--- src/int32_to_fp10_convert_unit_macros.svh ---
// assertion macros for the integer to fp10 conversion unit
`ifndef INT32_TO_FP10_CONVERT_UNIT_MACROS_SVH
`define INT32_TO_FP10_CONVERT_UNIT_MACROS_SVH

`ifndef ASSERT_OFF

`define I2F10_ASSERT_ALWAYS(label, clk, rst_n, cond, msg) \
    label: assert property (@(posedge clk) disable iff (!rst_n) (cond)) \
        else $error(msg);

`define I2F10_ASSERT_IMPLIES(label, clk, rst_n, ante, cons, msg) \
    label: assert property (@(posedge clk) disable iff (!rst_n) (ante) |-> (cons)) \
        else $error(msg);

`define I2F10_ASSERT_AFTER2(label, clk, rst_n, ante, cons, msg) \
    label: assert property (@(posedge clk) disable iff (!rst_n) (ante) |-> ##2 (cons)) \
        else $error(msg);

`else

`define I2F10_ASSERT_ALWAYS(label, clk, rst_n, cond, msg)
`define I2F10_ASSERT_IMPLIES(label, clk, rst_n, ante, cons, msg)
`define I2F10_ASSERT_AFTER2(label, clk, rst_n, ante, cons, msg)

`endif

`endif

--- src/i2f10_pkg.sv ---
// types and constants of the integer to fp10 conversion unit
package i2f10_pkg;

    localparam int unsigned IntWidth   = 32;
    localparam int unsigned FpWidth    = 10;
    localparam int unsigned ExpWidth   = 5;
    localparam int unsigned FracWidth  = 4;
    localparam int unsigned MagBits    = 16;
    localparam int unsigned PosWidth   = 4;

    localparam logic [ExpWidth-1:0] ExpBias = 5'd15;
    localparam logic [ExpWidth-1:0] ExpInf  = 5'd31;

    typedef logic signed [IntWidth-1:0] int_word_t;
    typedef logic [FpWidth-1:0]         fp10_word_t;
    typedef logic [ExpWidth-1:0]        fp10_exp_t;
    typedef logic [FracWidth-1:0]       fp10_frac_t;

endpackage

--- src/int32_to_fp10_convert_unit.sv ---
// int32 to fp10 (e5m4, round to nearest even) conversion unit
// an accepted transfer passes through the input register, then the result register, before done
// throughput: one operand per cycle, busy stays low; one input and one result register
// the receiver cannot stall, done is a single cycle strobe
// reset clears the valid flags only, payload registers are not reset
`include "int32_to_fp10_convert_unit_macros.svh"

module int32_to_fp10_convert_unit
(
    input  logic                   clk,
    input  logic                   rst_n,
    input  logic                   start,
    output logic                   busy,
    input  i2f10_pkg::int_word_t   int_value,
    output logic                   done,
    output i2f10_pkg::fp10_word_t  fp10_word
);

    import i2f10_pkg::*;

    logic       in_valid_reg;
    int_word_t  in_value_reg;
    logic       out_valid_reg;
    fp10_word_t out_word_reg;
    fp10_word_t out_word_next;

    logic [IntWidth-1:0]     raw;
    logic                    sign;
    logic [IntWidth-1:0]     mag;
    logic                    too_large;
    logic [MagBits-1:0]      mag16;
    logic [PosWidth-1:0]     pos;
    logic [MagBits-1:0]      norm;
    fp10_frac_t              frac;
    logic                    rnd;
    logic                    sticky;
    logic                    round_up;
    fp10_exp_t               expo;
    logic [ExpWidth+FracWidth-1:0] body;

    assign busy = 1'b0;

    always_comb
    begin
        raw       = in_value_reg;
        sign      = raw[IntWidth-1];
        mag       = sign ? (~raw + 32'd1) : raw;
        too_large = |mag[IntWidth-1:MagBits];
        mag16     = mag[MagBits-1:0];

        // leading one position
        pos = '0;
        for (int i = 0; i < MagBits; i++)
        begin
            if (mag16[i])
            begin
                pos = PosWidth'(i);
            end
        end

        norm     = mag16 << (4'd15 - pos);
        frac     = norm[14:11];
        rnd      = norm[10];
        sticky   = |norm[9:0];
        round_up = rnd & (sticky | frac[0]);
        expo     = ExpWidth'(pos) + ExpBias;
        // fraction carry runs into the exponent, exponent 31 with fraction 0 is infinity
        body     = {expo, frac} + {{(ExpWidth+FracWidth-1){1'b0}}, round_up};

        priority if (mag == '0)
        begin
            out_word_next = '0;
        end
        else if (too_large)
        begin
            out_word_next = {sign, ExpInf, {FracWidth{1'b0}}};
        end
        else
        begin
            out_word_next = {sign, body};
        end
    end

    always_ff @(posedge clk or negedge rst_n)
    begin
        if (!rst_n)
        begin
            in_valid_reg  <= 1'b0;
            out_valid_reg <= 1'b0;
        end
        else
        begin
            in_valid_reg  <= start & ~busy;
            out_valid_reg <= in_valid_reg;
        end
    end

    always_ff @(posedge clk)
    begin
        if (start && !busy)
        begin
            in_value_reg <= int_value;
        end
        if (in_valid_reg)
        begin
            out_word_reg <= out_word_next;
        end
    end

    assign done      = out_valid_reg;
    assign fp10_word = out_word_reg;

    `I2F10_ASSERT_AFTER2(a_result_follows, clk, rst_n, start && !busy, done,
        "accepted transfer gave no result two cycles later")
    `I2F10_ASSERT_IMPLIES(a_result_has_source, clk, rst_n, done, $past(start && !busy, 2),
        "result without an accepted transfer")
    `I2F10_ASSERT_IMPLIES(a_inf_zero_frac, clk, rst_n, done && fp10_word[8:4] == ExpInf,
        fp10_word[3:0] == '0, "infinity with nonzero fraction")
    `I2F10_ASSERT_IMPLIES(a_no_neg_zero, clk, rst_n, done && fp10_word[9],
        fp10_word[8:0] != '0, "negative zero produced")
    `I2F10_ASSERT_IMPLIES(a_min_exponent, clk, rst_n, done && fp10_word != '0,
        fp10_word[8:4] >= ExpBias, "nonzero result below exponent bias")

endmodule
--- config.mk ---
export PLATFORM = sky130hd
export DESIGN_NAME = int32_to_fp10_convert_unit
export DESIGN_NICKNAME = d
export VERILOG_FILES = /design/src/i2f10_pkg.sv /design/src/int32_to_fp10_convert_unit.sv
export VERILOG_INCLUDE_DIRS = /design/src /design/src/src
export SDC_FILE = /design/constraint.sdc
export NUM_CORES = 1
export LEC_CHECK = 0
export BUFFER_PORTS_ARGS = -buffer_cell sky130_fd_sc_hd__buf_2
export CAP_MARGIN = 0
export CORE_ASPECT_RATIO = 0.5
export CORE_MARGIN = 2
export CORE_UTILIZATION = 40
export CTS_BUF_LIST = sky130_fd_sc_hd__clkbuf_4
export CTS_CLUSTER_DIAMETER = 100
export CTS_CLUSTER_SIZE = 14
export DETAILED_ROUTE_END_ITERATION = 10
export SLEW_MARGIN = 20
export SYNTH_ARGS = -nofsm -noshare
export SYNTH_HDL_FRONTEND = slang
export SYNTH_SLANG_ARGS = --single-unit
--- constraint.sdc ---
create_clock -name clk -period 5.7 [get_ports clk]
set_input_delay 0.57 -clock clk [delete_from_list [all_inputs] [get_ports clk]]
set_output_delay 0.57 -clock clk [all_outputs]
set_load 0.01 [all_outputs]
Word-level counts from Yosys, hierarchy flattened
Cells that the tools add are included.
- register bits after elaboration: 44
- word-level logic and storage cells: 34
- output and inout bits: 12
- mux-type cells: 17
- shift-type cells: 1
- reductions and logical operators: 4
- add/subtract/negate cells: 4
- bitwise logic cells: 3
- operators with widths (kind ; number):
    2-to-1 mux 4 bit ; 9
    adder 32 x 1 -> 32 bit, second input constant ; 1
    logical NOT 32 bit ; 1
    2-to-1 mux 32 bit ; 1
    NOT 32 bit ; 1
    OR reduction 17 bit ; 1
    OR reduction 16 bit ; 1
    left shift 16 x 4 -> 15 bit ; 1
    OR reduction 10 bit ; 1
    adder 9 x 1 -> 9 bit ; 1
    2-to-1 mux 3 bit ; 3
    2-to-1 mux 9 bit ; 1
    adder 4 x 4 -> 5 bit, second input constant ; 1
    2-to-1 mux 2 bit ; 2
    subtractor 4 bit, first input constant ; 1
    AND 1 bit ; 1
    2-to-1 mux 1 bit ; 1
    OR 1 bit ; 1

Logic depth before layout (Yosys ltp)
- depth in word-level cells: 25
- mapped depth: 20
- mapped depth without buffers: 17

Worst setup path after synthesis
No wires, ideal clock.
- path type: register -> register
- start point: register in_value_reg[0]
- end point: register out_word_reg[4], in the netlist fp10_word[4], data pin
- arrival time: 3982 ps
- slack: 1459 ps
- stages on the path, launching flop included: 19
- setup time: 259 ps
- data required time: 5441 ps
- clock period less this slack: 4241 ps
- cell sequence: edfxtp_1 > clkbuf_1 > inv_1 > ha_1 > or3b_2 > mux2i_1 > a32o_1 > a21o_1 > a211oi_2 > buf_6 > mux2i_1 > a221oi_1 > o221ai_1 > nor2_2 > nor2_1 > ha_1 > and3_1 > nor3_1 > a211o_1
- longest elaborated chain between the ends: 25
- elaborated cells between the ends (all ways): 28
- those cells by class: add/sub (4); shift (1); mux (17); bitwise (3); reduce/logical (3)
- RTL lines (what ; RTL line ; source):
    start, declared ; int32_to_fp10_convert_unit.sv:22 ; int_word_t in_value_reg;
    start signal, assigned ; int32_to_fp10_convert_unit.sv:102 ; in_value_reg <= int_value;
    NOT 32 bit ; int32_to_fp10_convert_unit.sv:47 ; mag = sign ? (~raw + 32'd1) : raw;
    adder 32 x 1 -> 32 bit ; int32_to_fp10_convert_unit.sv:47 ;
    2-to-1 mux 32 bit (*) ; int32_to_fp10_convert_unit.sv:47 ;
    2-to-1 mux 1 bit ; int32_to_fp10_convert_unit.sv:55 ; if (mag16[i])
    2-to-1 mux 2 bit (2 in a row) ; int32_to_fp10_convert_unit.sv:55 ;
    2-to-1 mux 3 bit (3 in a row) ; int32_to_fp10_convert_unit.sv:55 ;
    2-to-1 mux 4 bit (9 in a row) ; int32_to_fp10_convert_unit.sv:55 ;
    subtractor 4 bit ; int32_to_fp10_convert_unit.sv:61 ; norm = mag16 << (4'd15 - pos);
    left shift 16 x 4 -> 15 bit ; int32_to_fp10_convert_unit.sv:61 ;
    OR reduction 10 bit ; int32_to_fp10_convert_unit.sv:64 ; sticky = |norm[9:0];
    OR 1 bit ; int32_to_fp10_convert_unit.sv:65 ; round_up = rnd & (sticky | frac[0]);
    AND 1 bit ; int32_to_fp10_convert_unit.sv:65 ;
    adder 9 x 1 -> 9 bit ; int32_to_fp10_convert_unit.sv:68 ; body = {expo, frac} + {{(ExpWidth+FracWidth-1){1'b0}}, round_up};
    2-to-1 mux 9 bit ; int32_to_fp10_convert_unit.sv:74 ; else if (too_large)
    end signal, assigned ; int32_to_fp10_convert_unit.sv:106 ; out_word_reg <= out_word_next;
    end, declared ; int32_to_fp10_convert_unit.sv:24 ; fp10_word_t out_word_reg;
Mark *: on every way between the ends. The rest lies on a longest branch, timed or not.
A chain may end at the register's enable or synchronous reset.

Final worst setup path
Ends and elaborated chain as after synthesis.

==> metrics.txt <==
maximum clock insertion buffer count 2; post-route clock skew 0.008833 ns; post-route ant nets 0; setup ws final 0.6556 ns; CP peak stage delay 0.65 ns; via count 3323; critical path arrival 5.18 ns; worst relative slew slack 0.5102; FILL cells 855; layout cells sized above 1 0.2161; Placed Area 4024 um2; worst hold slack 0.3585 ns; worst reg2reg setup slack 0.66 ns; Synth top area share 0.3361; total wire length 9.321 mm; Starting Density 0.4207; die area 10220 um2; GP Congestion 0.9809; clock sink count 44; fmax 0.1982 GHz; worst slew pin tran 0.7347 ns; die height 72.49 um; max reg flops 32; syn nets 441; Commonest cells post-synth edfxtp_1, nor2_1, nand2_1, a21oi_1; Hold Path Stages 1; worst hold path type in2reg; Final nets 474; vias in the first global route 2914; Crit Path Max Fanout 13; leakage 1.427 nW; register area 1311 um2; worst r2r path cells 17; row count 24; clk slew on worst S/H paths 0.14 ns; drt first pass iters 5; pin count of the biggest net entering global routing 34; grt met2 use 0.2840; met3 Track Usage GR 0.05215; period utilisation layout 0.8850; post-cts resize count 0; final setup fails 0; Hold Crit Start int_value[26]; fin area 4084 um2; dominant cell by count in the synthesized netlist edfxtp_1; Tmin final 5.044 ns; EDFF count, synth 42; routing usage on met1 0.2684; Maximum Capacitance Violations 0; ant diodes 0; # IOs 47; reg2reg start in_value_reg[0]$_DFFE_PP_; synth-to-layout area growth 8.836%; CTS H-tree depth 2; Critical R2R Capture fp10_word[4]$_SDFFCE_PN0P_; initial drt markers 368; Mapped Avg Cell Area 9.334 um2; CTS Buf Count 5; CP cell instances inv_1, ha_1, nand2b_1, o41ai_4, xnor2_1, nor4_2, a211oi_4, buf_4, mux2i_1, a31oi_1, o31ai_1, nand3_1, nor2_1, ha_1, and3_1, nor3_1, a211o_1; drc violations 0; Yosys warning count 0; multi-input logic area 2270 um2; initial antenna violation count 0; RSZ-0062 raised after global routing no; placed insts 544; Core Box Area 8919 um2; GRT Total Usage 0.1870; GR peak layer met2; Most common cell on crit path ha_1; WP data required 5.84 ns; Seq/Total Area, Yosys 0.3494; Syn Inst Count 402; asr flop ratio synth 0.04545; final non-filler cell total 552; worst setup path class reg2reg; DIE WIDTH 141.0 um; worst-skew pair later-pin latency 0.37 ns; slowest CP cell a211oi_4; #FFs+latches synth 44; pre-CTS setup slack 0.7064 ns; DR WL/cell 16.89 um; Max VDD drop 0.09806 mV; PwrDens 226.8 nW/um2; Mapped Area 3752 um2; CTS tree yes; Tot Pwr 0.9261 mW; Distinct cells, synth 73; Total Neg Setup Slack 0 ns; Post-synth top flop edfxtp_1; first-pass GRT wire length 15.07 mm; number of port buffers 45; fin util 0.4579; status finished clean; Post-DP HPWL 7.026 mm; Synth area leaders edfxtp_1, nor2_1, xnor2_1, a21oi_1, mux2i_1; max-slew violation count 0; grt total ovfl 0; Fin. Hold Viols 0; CP Capture Type register; DR vias/cell 6.020; clk root buf clkbuf_4; Worst Hold Path EP in_value_reg[26]$_DFFE_PP_; largest area contributor in the netlist edfxtp_1; startpoint types register
-- worst max-delay path by stage --
stage               cells past startpoint                       from                    endpoint  slack, ns
global route                           17  in_value_reg[0]$_DFFE_PP_  fp10_word[4]$_SDFFCE_PN0P_       0.16
CTS                                    17  in_value_reg[0]$_DFFE_PP_  fp10_word[4]$_SDFFCE_PN0P_       0.67
detailed placement                     17  in_value_reg[0]$_DFFE_PP_  fp10_word[4]$_SDFFCE_PN0P_       0.71
global placement                       14  in_value_reg[0]$_DFFE_PP_  fp10_word[4]$_SDFFCE_PN0P_       0.74
floorplan                              18  in_value_reg[0]$_DFFE_PP_  fp10_word[4]$_SDFFCE_PN0P_       1.46
finish                                 17  in_value_reg[0]$_DFFE_PP_  fp10_word[4]$_SDFFCE_PN0P_       0.66
-- critical path, delay by kind of cell, from the launching register on --
family                     cells  cell delay (ns)
xor gates and xnor gates       1             0.30
DFF                            1             0.56
buffers and inverters          2             0.42
adders and majority gates      2             0.44
AOI/OAI and AO/OA              5             1.60
muxes                          1             0.28
and+or+nand+nor                6             1.19
-- metal layers --
| layer | wire [um] | vias to the layer above |
|---|---|---|
| met5 | 0 | - |
| li1 | - | 1618 |
| met2 | 4086 | 127 |
| met3 | 669 | 7 |
| met4 | 58 | 0 |
| met1 | 4506 | 1571 |
-- final cells by class --
type | count | area share
Inverter | 5 | 0.004596
Multi-Input combinational cell | 326 | 0.5558
Clock inverter | 2 | 0.003064
Clock buffer | 5 | 0.009191
Sequential cell | 44 | 0.3211
Timing Repair Buffer | 53 | 0.07047
Tap cell | 117 | 0.03585
-- placed cells by master (no fill, tap or decap), drive strengths merged, types with 9 or more instances in the layout --
| cell | n |
|---|---|
| nand3 | 10 |
| buf | 52 |
| nor2 | 42 |
| or3 | 10 |
| mux2i | 11 |
| o21ai | 18 |
| a21o | 9 |
| edfxtp | 42 |
| o31ai | 9 |
| a211oi | 9 |
| nand2b | 9 |
| nor4 | 11 |
| xnor2 | 17 |
| xor2 | 10 |
| nor3 | 17 |
| nand2 | 25 |
| a21oi | 23 |
-- where the power goes --
part	switching [mW]	internal (mW)	total (mW)
Combinational	0.218	0.142	0.360
Sequential	0.0327	0.380	0.413
Clock	0.108	0.0451	0.153
Total	0.359	0.567	0.926
-- cell families (layout without fill, tap and decap cells) --
logic type      Yosys count  after routing  synth area share
mux                      14             14           0.03835
simple gates            160            160            0.2381
compound gates          120            120            0.2478
buf+inv                  32             65           0.04901
fa+ha+maj                 4              4           0.01334
other cells               1              1         0.0009994
flops                    44             44            0.3495
xor+xnor                 27             27           0.06302
-- repair_timing --
action                                  4_1_cts  5_1_grt
hold buffers                                  1        0
setup buffers                                 0        0
endpoints found under the hold margin         2        0
endpoints found under the setup margin        0        0
(Power assumes the default switching activity.)
